### src/rtl/tbk_pkg.sv
// Shared constants, types and the pair ordering functions for the top/bottom tracker.
`timescale 1ns / 1ps
package tbk_pkg;
  localparam int KEEP = 10;
  localparam int NLISTS = 6;
  localparam int NSTATS = 3;
  localparam int FILL_W = $clog2(KEEP + 1);
  localparam int LIST_W = $clog2(NLISTS);

  localparam logic DIR_TOP = 1'b0;
  localparam logic DIR_BOT = 1'b1;

  typedef struct packed {
    logic signed [63:0] value;
    logic [63:0] name;
  } pair_t;

  typedef struct packed {
    logic ins;
    logic pop;
  } lane_cmd_t;

  typedef enum logic [2:0] {
    ST_IDLE   = 3'b001,
    ST_INSERT = 3'b010,
    ST_DRAIN  = 3'b100
  } state_t;

  function automatic logic pair_less(input pair_t a, input pair_t b);
    logic r;
    if (a.value != b.value) begin
      r = (a.value < b.value);
    end else begin
      r = (a.name < b.name);
    end
    return r;
  endfunction

  function automatic logic pair_worse(input logic dir, input pair_t a, input pair_t b);
    logic r;
    if (dir == DIR_TOP) begin
      r = pair_less(a, b);
    end else begin
      r = pair_less(b, a);
    end
    return r;
  endfunction
endpackage

### src/rtl/tbk_merge.sv
// Drain merge stage: picks the first nonempty lane, pops its head into the output register.
`timescale 1ns / 1ps
module tbk_merge
  import tbk_pkg::*;
(
  input  logic               clk,
  input  logic               rst,
  input  logic               drain,
  input  logic [FILL_W-1:0]  fills [NLISTS],
  input  pair_t              heads [NLISTS],
  output logic [NLISTS-1:0]  pop,
  output logic               done,
  output logic               out_valid,
  input  logic               out_stall,
  output logic [1:0]         stat_kind,
  output logic               direction,
  output logic signed [63:0] kept_value,
  output logic [63:0]        kept_name,
  output logic               last
);
  logic [LIST_W-1:0] sel;
  logic any;
  logic later;
  logic load;

  always_comb begin
    sel = '0;
    any = 1'b0;
    for (int l = NLISTS - 1; l >= 0; l--) begin
      if (fills[l] != '0) begin
        sel = LIST_W'(l);
        any = 1'b1;
      end
    end
  end

  always_comb begin
    later = 1'b0;
    for (int l = 0; l < NLISTS; l++) begin
      if (LIST_W'(l) > sel && fills[l] != '0) begin
        later = 1'b1;
      end
    end
  end

  assign load = drain && any && (!out_valid || !out_stall);
  assign done = drain && !any;

  always_comb begin
    pop = '0;
    pop[sel] = load;
  end

  always_ff @(posedge clk) begin
    if (rst) begin
      out_valid <= 1'b0;
    end else if (load) begin
      out_valid <= 1'b1;
    end else if (!out_stall) begin
      out_valid <= 1'b0;
    end
  end

  always_ff @(posedge clk) begin
    if (load) begin
      stat_kind  <= 2'(sel >> 1);
      direction  <= sel[0];
      kept_value <= heads[sel].value;
      kept_name  <= heads[sel].name;
      last       <= (fills[sel] == FILL_W'(1)) && !later;
    end
  end
endmodule

### config.mk
export PLATFORM = sky130hd
export DESIGN_NAME = tbk_merge
export DESIGN_NICKNAME = d
export VERILOG_FILES = /design/src/rtl/tbk_pkg.sv /design/src/rtl/tbk_merge.sv
export SDC_FILE = /design/constraint.sdc
export NUM_CORES = 1
export LEC_CHECK = 0
export ABC_AREA = 1
export BUFFER_PORTS_ARGS = -buffer_cell sky130_fd_sc_hd__clkbuf_2
export CAP_MARGIN = 20
export CORE_AREA = 2 2 363 365
export DETAILED_ROUTE_END_ITERATION = 10
export DIE_AREA = 0 0 365 367
export SYNTH_ARGS = -nofsm -noshare
export SYNTH_HDL_FRONTEND = slang
export SYNTH_SLANG_ARGS = --single-unit
export TNS_END_PERCENT = 50
### constraint.sdc
create_clock -name clk -period 12.1 [get_ports clk]
set_clock_uncertainty 0.15 [all_clocks]
set_input_delay 1.21 -clock clk [delete_from_list [all_inputs] [get_ports clk]]
set_output_delay 1.21 -clock clk [all_outputs]
set_load 0.1 [all_outputs]
# Word level (Yosys, flattened, before mapping)
# Index checks and enable logic that the tools add are counted.
[classes] order_cmp=9 eq_ne=2 n_mux=28 bitwise=2 n_reduce_logical=22
[op_table] operator="128-bit binary-select mux with 3-bit select" count=1
[op_table] operator="128-bit two-way mux" count=2
[op_table] operator="4-bit nonzero test" count=6
[op_table] operator="3-bit two-way mux" count=6
[op_table] operator="1-bit two-way mux" count=15
[op_table] operator="4-bit binary-select mux with 3-bit select" count=1
[op_table] operator="1-bit logical AND" count=11
[op_table] operator="4-bit two-way mux" count=2
[op_table] operator="6-bit bitwise AND" count=1
[op_table] operator="1-bit by 3-bit > comparator with 1-bit output (first input constant)" count=2
[op_table] operator="2-bit by 3-bit > comparator with 1-bit output (first input constant)" count=2
[op_table] operator="3-bit > comparator (first input constant)" count=2
[op_table] operator="4-bit by 1-bit == test with 1-bit output (second input constant)" count=1
[op_table] operator="4-bit greater-or-equal comparator (second input constant)" count=1
[op_table] operator="1-bit logical NOT" count=4
[op_table] operator="3-bit by 4-bit < comparator with 1-bit output (second input constant)" count=1
[op_table] operator="3-bit NOT with 4-bit output" count=1
[op_table] operator="1-bit demux with 3-bit select" count=1
[op_table] operator="3-bit by 1-bit greater-or-equal comparator with 1-bit output (second input constant)" count=1
[op_table] operator="2-bit by 1-bit inequality test with 1-bit output (second input constant)" count=1
[op_table] operator="1-bit logical OR" count=1
[word_totals] regBits=133 in_bits=796 output_inout_bits=140 word_cells=69

# Logic depth before layout (Yosys ltp)
# Gate-level depths: netlist (run 1).
[logic_depth] depth_word=17 depth_mapped=16 mapped_depth_nobuf=15

# Least setup slack after synthesis (run 1)
# Ideal clock, no wire load.
[synth_timing] path_kind="input-to-output" from="in fills[21] (netlist name)" to="out pop[0]" arrival_ns=6.152 required_ns=10.740 setup_slack_ns=4.588 stages=10 path_buffers=0 path_cell_list="nor2_1 nand2_1 inv_2 nand2_4 inv_1 nand4_1 nand3_1 inv_1 nand2_1 nor2_1"
[synth_via] elab_cells_between_ends=11 cone_classes="order compare (2); mux (4); bitwise (1); reduce/logical (4)"
[synth_rtl] item="start, declared" line="tbk_merge.sv:9" rtl="input logic [FILL_W-1:0] fills [NLISTS],"
[synth_rtl] item="4-bit nonzero test" line="tbk_merge.sv:30" rtl="if (fills[l] != '0) begin"
[synth_rtl] item="1-bit two-way mux" line="tbk_merge.sv:30"
[synth_rtl] item="1-bit logical AND (2 in a row)" line="tbk_merge.sv:46" rtl="assign load = drain && any && (!out_valid || !out_stall);"
[synth_rtl] item="named net load" line="tbk_merge.sv:24" rtl="logic load;"
[synth_rtl] item="6-bit bitwise AND (no line)"
[synth_rtl] item="end, declared" line="tbk_merge.sv:11" rtl="output logic [NLISTS-1:0] pop,"
# The timed path passes the listed nets, and every way through them passes these cells.

# Final worst setup path (run 1)
[layout_timing] from="in fills[12] (netlist name)" to="out pop[5]"
[layout_via] elab_chain_cells=9 elab_cells_between_ends=15 cone_classes="order compare (2); mux (8); bitwise (1); reduce/logical (4)"
[layout_lines] item="4-bit nonzero test (*)" line="tbk_merge.sv:30"
[layout_lines] item="3-bit two-way mux (3 in a row)" line="tbk_merge.sv:30"
[layout_lines] item="3-bit by 4-bit < comparator with 1-bit output (implied by the code) / 3-bit by 1-bit greater-or-equal comparator with 1-bit output (equally long branches)" line="tbk_merge.sv:51" rtl="pop[sel] = load;"
[layout_lines] item="1-bit logical AND (implied by the code)" line="tbk_merge.sv:51"
[layout_lines] item="1-bit two-way mux (implied by the code)" line="tbk_merge.sv:51"
[layout_lines] item="1-bit demux with 3-bit select" line="tbk_merge.sv:51"
[layout_lines] item="6-bit bitwise AND (no line) (*)"
# Mark *: on every way between the ends. The rest lies on a longest branch, timed or not.

==> results of run 1 <==
==> through the flow <==
stage | util [%] | setup slack (ns) | cell area [um^2] | power [mW]
3_5_place_dp | 13.0 | 6.90 | 16900 | 1.08
3_3_place_gp | 13.0 | 6.94 | 16900 | 1.08
4_1_cts | 13.4 | 7.19 | 17500 | 1.69
6_report | 13.4 | 7.16 | 17500 | 1.65
5_1_grt | 13.4 | 7.05 | 17500 | 1.73
2_1_floorplan | - | 4.59 | 10500 | 0.851
==> cell families (layout without fill, tap and decap cells) <==
logic type,Yosys count,after routing
buffers and inverters,152,1021
other,0,8
and+or+nand+nor,963,963
DFF,133,133
adders and majority gates,1,1
AOI/OAI and AO/OA,389,389
==> worst paths after layout <==
check	from	end	depth (start not counted)
worst min register to register	out_valid	out_valid	2
worst min-delay path	out_valid	out_valid	2
worst max register to register	out_valid	kept_value[27]	4
worst max-delay path	fills[12]	pop[5]	10
==> final cells by class <==
class / instances / area, um^2 / area share (%)
Multi-Input combinational cell: 1353 / 5740 / 32.8
Timing Repair Buffer: 951 / 4800 / 27.4
Sequential cell: 133 / 3980 / 22.8
Tap cell: 1755 / 2200 / 12.5
Clock buffer: 18 / 429 / 2.45
Inverter: 41 / 176 / 1.01
Clock inverter: 11 / 161 / 0.922
Antenna cell: 8 / 20.0 / 0.114
==> registers in the layout (all words and copies together), names as in the netlist <==
register	count
stat_kind	2
last	1
out_valid	1
kept_name	64
direction	1
kept_value	64
==> cell usage after synthesis, drive strengths merged, types with 5 or more instances <==
| library cell | instances |
|---|---|
| a21oi | 12 |
| clkbuf | 52 |
| inv | 41 |
| edfxtp | 132 |
| o21ai | 367 |
| nor2 | 512 |
| o211ai | 8 |
| buf | 59 |
| nand3 | 15 |
| or2 | 5 |
| nand2 | 424 |
==> layer usage <==
metal	up-vias	track usage [%]	wire, um
met5	-	0	103
met4	18	5.58	3500
met3	155	5.54	9850
met2	937	17.7	35200
met1	6795	14.5	34600
li1	7064	-	-
==> where the power goes <==
| group | switching, mW | internal [mW] | leakage, nW |
|---|---|---|---|
| Clock | 0.243 | 0.338 | 0.283 |
| Sequential | 0.0106 | 0.546 | 1.29 |
| Combinational | 0.375 | 0.133 | 6.72 |
==> critical path: stages <==
cell and delay [ns]:
sky130_fd_sc_hd__clkbuf_2 0.09, sky130_fd_sc_hd__nor2_1 0.15, sky130_fd_sc_hd__nand2_1 0.20, sky130_fd_sc_hd__nor2_4 0.28
sky130_fd_sc_hd__nand2_2 0.13, sky130_fd_sc_hd__nor2_4 0.09, sky130_fd_sc_hd__buf_4 0.33, sky130_fd_sc_hd__nand3_1 0.20
sky130_fd_sc_hd__nor2_1 0.35, sky130_fd_sc_hd__clkbuf_2 0.53
==> run metrics, run 1 <==
most frequent cells in the layout sky130_fd_sc_hd__clkbuf_2, sky130_fd_sc_hd__nor2_1, sky130_fd_sc_hd__nand2_1, sky130_fd_sc_hd__o21ai_0, sky130_fd_sc_hd__edfxtp_1; fin crit share 40.8%; area of the core 130000 um^2; min-delay worst type flip-flop to flip-flop; fraction of layout instances using a drive strength above 1 between 30% and 40%; status finished, final reports clean; number of remaining DRC errors 0; Unique masters post-synth 31; GR Util All Layers 11.9%; synthesized-area fraction occupied by adder cells 0.0957%; final net count 3293; final count of pins violating max slew 0; estimated wirelength of the detail-placed design 69600 um; chip width 365 um; count of buffers added by post-CTS timing repair for setup 0; number of nets in the synthesized netlist about 2400; sequential element share of the synthesized area 38.1%; worst vdd rail ir drop 91.4 uV; maximum number of pins on one net before global-route repair 76; RSZ-0062 raised after global routing no; prevailing post-synth register cell sky130_fd_sc_hd__edfxtp_1; wire length per cell after detailed routing 19.5 um; post-CTS clock slew at the launch and capture registers of the worst setup and hold paths 0.07 ns; # clock sinks ~130; total instance count after detailed placement roughly 4200; worst slew slack as a fraction of its limit around a quarter; Compound-Gate Fraction of Synth Area a little under a fifth; filler cell count 15363; port buffer count 935; Starting DRT DRC Count 1112; initial antenna violation count 32; number of gates resized after CTS 0; weighted congestion reported at the end of routability-driven placement 0.989; critical path peak fanout 29; Slew @ Worst Pin about 1.1 ns; gr ovfl total 0; Area Overhead vs Synth 67.4%; worst-case hold slack roughly 0.43 ns; post-synthesis mux area share 0%; final period demand of the worst path 4.94 ns; deepest clock path buffer count 2; global-route wire length before repair 108000 um; setup violation total in the final timing report 0; count of vias placed by the detailed router 14969; per-cell via count in the routed design 3.51; number of H-tree branching levels 4; cell chosen for the clock root sky130_fd_sc_hd__clkbuf_16; average size of a mapped cell 6.38 um^2; Lkg Pwr 8.29 nW; final std cells w/o fill 4270; count of hold buffers inserted by post-cts repair 0; clock tree from TritonCTS done; Die Span Y 367 um; Critical Path Sink Type output port; number of global-route vias before repair 13916; P per Cell Area about 94 nW/um^2; final hold viol count 0; overall routed net length 83200 um; Register-to-Register Setup Slack 9.63 ns; xor and xnor fraction of the mapped netlist area 0%; area enclosed by the die boundary about 130000 um^2; clock network latency to the later pin of the worst-skew pair 0.51 ns; number of enable flip-flop cells after synthesis approximately 130; Worst EP required 10.74 ns; Area contributors post-synth sky130_fd_sc_hd__edfxtp_1, sky130_fd_sc_hd__nor2_1, sky130_fd_sc_hd__nand2_1; critical path launch point type primary input; row count 133; number of routed nets with antenna violations 0; arrival time worst endpoint 3.58 ns; Starting Density 8.01%; number of buffers inserted during clock tree synthesis 17; Max Clk Rate 202 MHz; number of detailed-routing iterations run before antenna repair 6; post-synthesis instance area 10500 um^2; setup TNS 0 ns; most frequent standard cell in the layout excluding fill and tap cells sky130_fd_sc_hd__clkbuf_2; basic-gate share of the synthesized area counting and, or, nand and nor cells between 30% and 40%; number of register bits inferred by synthesis roughly 130; gate count after technology mapping between 1500 and 2000; number of violations of the max-capacitance limit 0; count of warnings emitted by yosys 0; proportion of netlist area held by the largest area contributor a little under two fifths; Synth area leader sky130_fd_sc_hd__edfxtp_1; share of flip-flops with an asynchronous set or reset after synthesis 0%; kind of critical path primary input to output port; combinational family with the most area after synthesis simple AND/OR/NAND/NOR gates; I/O pin total 936
Power figures use the tool's default switching activity.
==> run 2: changes to the inputs <==
--- a/config.mk
+++ b/config.mk
@@ -8,9 +8,9 @@
 export ABC_AREA = 1
 export BUFFER_PORTS_ARGS = -buffer_cell sky130_fd_sc_hd__clkbuf_2
 export CAP_MARGIN = 20
-export CORE_AREA = 2 2 363 365
+export CORE_AREA = 2 2 365 367
 export DETAILED_ROUTE_END_ITERATION = 10
-export DIE_AREA = 0 0 365 367
+export DIE_AREA = 0 0 367 369
 export SYNTH_ARGS = -nofsm -noshare
 export SYNTH_HDL_FRONTEND = slang
 export SYNTH_SLANG_ARGS = --single-unit
==> constraint.sdc (replaced) <==
create_clock -name clk -period 4.25 [get_ports clk]
set_clock_uncertainty 0.15 [all_clocks]
set_input_delay 0.425 -clock clk [delete_from_list [all_inputs] [get_ports clk]]
set_output_delay 0.425 -clock clk [all_outputs]
set_load 0.1 [all_outputs]
==> run metrics, run 2 (same netlist as run 1, synthesis figures left out) <==
status finished, final reports clean; gr ovfl total 0; series of cell instances along the critical path clkbuf_2 > inv_1 > nand2_1 > nor2_1 > nand2_1 > nand2_1 > nand2_1 > nand2_2 > nand3_4 > nor2_1 > clkbuf_2; kind of critical path primary input to output port; Starting DRT DRC Count 1475; filler cell count about 15000; Max Clk Rate around 300 MHz; most frequent standard cell in the layout excluding fill and tap cells sky130_fd_sc_hd__clkbuf_2; number of detailed-routing iterations run before antenna repair 5; worst vdd rail ir drop 340 uV; worst-case hold slack between 0.05 and 0.06 ns; count of vias placed by the detailed router 15648; arrival time worst endpoint 2.81 ns; wire length per cell after detailed routing 25.4 um; number of routed nets with antenna violations 0; Slew @ Worst Pin 1.05 ns; Area Overhead vs Synth 73.8%; number of H-tree branching levels 4; port buffer count 935; number of buffers inserted during clock tree synthesis 17; overall routed net length 110000 um; final period demand of the worst path 3.39 ns; count of buffers added by post-CTS timing repair for setup 0; most frequent cells in the layout sky130_fd_sc_hd__clkbuf_2, sky130_fd_sc_hd__nor2_1, sky130_fd_sc_hd__nand2_1, sky130_fd_sc_hd__o21ai_0, sky130_fd_sc_hd__edfxtp_1; worst slew slack as a fraction of its limit 30.0%; RSZ-0062 raised after global routing no; min-delay worst type primary input to flip-flop; row count 133; count of buffering cells on the critical path with inverters included 3; critical path's top delay family simple AND/OR/NAND/NOR gates; cell chosen for the clock root sky130_fd_sc_hd__clkbuf_16; Area after DPL 17500 um^2; weighted congestion reported at the end of routability-driven placement 0.896; area enclosed by the die boundary 135000 um^2; initial antenna violation count 82; largest registers ranked by flip-flop count kept_name: 64 flops, kept_value: 64 flops, stat_kind: 2 flops; area of the core 131000 um^2; chip width 367 um; critical path launch point type primary input; number of remaining DRC errors 0; Critical Path Sink Type output port; number of violations of the max-capacitance limit 0; Lkg Pwr 8.61 nW; Starting Density 7.97%; post-CTS clock slew at the launch and capture registers of the worst setup and hold paths 0.08 ns; Register-to-Register Setup Slack 1.86 ns; Worst EP required 3.67 ns; maximum number of pins on one net before global-route repair 133; delay contributed by the slowest stage of the critical path 0.53 ns; clock network latency to the later pin of the worst-skew pair roughly 0.53 ns; setup violation total in the final timing report 0; Sequential Area 3990 um^2; Hold EP out_valid; r2r startpoint out_valid; per-cell via count in the routed design 3.62; P per Cell Area 268 nW/um^2; estimated wirelength of the detail-placed design 93400 um; clock tree from TritonCTS done; GR Util All Layers 15.6%; global-route wire length before repair between 100000 and 150000 um; endpoint of the lowest-slack register-to-register path kept_name[56]; cell with the biggest individual delay on the critical path sky130_fd_sc_hd__clkbuf_2; worst hold path stage count 3; final hold viol count 0; deepest clock path buffer count 2; fraction of layout instances using a drive strength above 1 41.4%; Die Span Y 369 um; I/O pin total roughly 940; critical path peak fanout 8; fin crit share around 80%; # clock sinks 133; worst hold start out_stall; number of global-route vias before repair 14970; library cell appearing most often on the critical path sky130_fd_sc_hd__nand2_1; R2R cell count 4; utilization of the core after routing between 10 and 15%; multi-input gate area in the final layout roughly 5800 um^2; dpl ws 0.491 ns; Finished Cell Area 18200 um^2; final count of pins violating max slew 0; final net count approximately 3300; Final WS setup 0.860 ns
run 2: worst max-delay path by stage:
stage               depth (start not counted)  slack [ns]            end      start
floorplan                                  10        -0.1         pop[0]  fills[18]
global placement                           13        0.36  kept_name[26]   fills[9]
detailed placement                         13        0.49  kept_name[26]   fills[9]
CTS                                        11        0.79         pop[3]   fills[6]
global route                               12        0.67         pop[0]   fills[9]
finish                                     11        0.86         pop[3]   fills[6]
run 2: where the power goes:
group / switching (mW) / leakage [nW] / internal (mW)
sequential: 0.0423 / 1.29 / 1.56
combinational: 1.07 / 7.02 / 0.394
clock: 0.771 / 0.303 / 1.04
run 2: per-stage QoR:
| stage | cells | power [mW] | setup TNS (ns) |
|---|---|---|---|
| floorplan | 1638 | 2.42 | -0.191 |
| global placement | 4286 | 3.10 | 0 |
| detailed placement | 4286 | 3.09 | 0 |
| CTS | 4318 | 4.98 | 0 |
| global route | 4323 | 5.06 | 0 |
| finish | 4327 | 4.87 | 0 |
run 2: area by class of cell:
| class | instances | area share (%) |
|---|---|---|
| Multi-Input combinational cell | 1353 | 31.7 |
| Tap cell | 1755 | 12.1 |
| Antenna cell | 9 | 0.124 |
| Clock inverter | 12 | 1.13 |
| Clock buffer | 19 | 2.38 |
| Sequential cell | 133 | 21.9 |
| Timing Repair Buffer | 1005 | 29.7 |
| Inverter | 41 | 0.978 |
run 2: per-layer routing:
metal  global-route usage [%]  vias up  wire length, um
met1                     19.7     7266            45600
met3                     5.71      175            11300
met2                     24.8      972            49900
met5                        0        -              349
met4                     4.48       56             2740
li1                         -     7179                -
run 2: timing repair:
action / CTS / global route
hold buffers: 1 / 0
resized for setup: 0 / 0
endpoints found under the hold margin: 1 / 0
run 2: tightest hold or removal path, cell delays in order:
cell and delay [ns]:
sky130_fd_sc_hd__clkbuf_2 0.08, sky130_fd_sc_hd__nand2_1 0.12, sky130_fd_sc_hd__a21oi_1 0.08
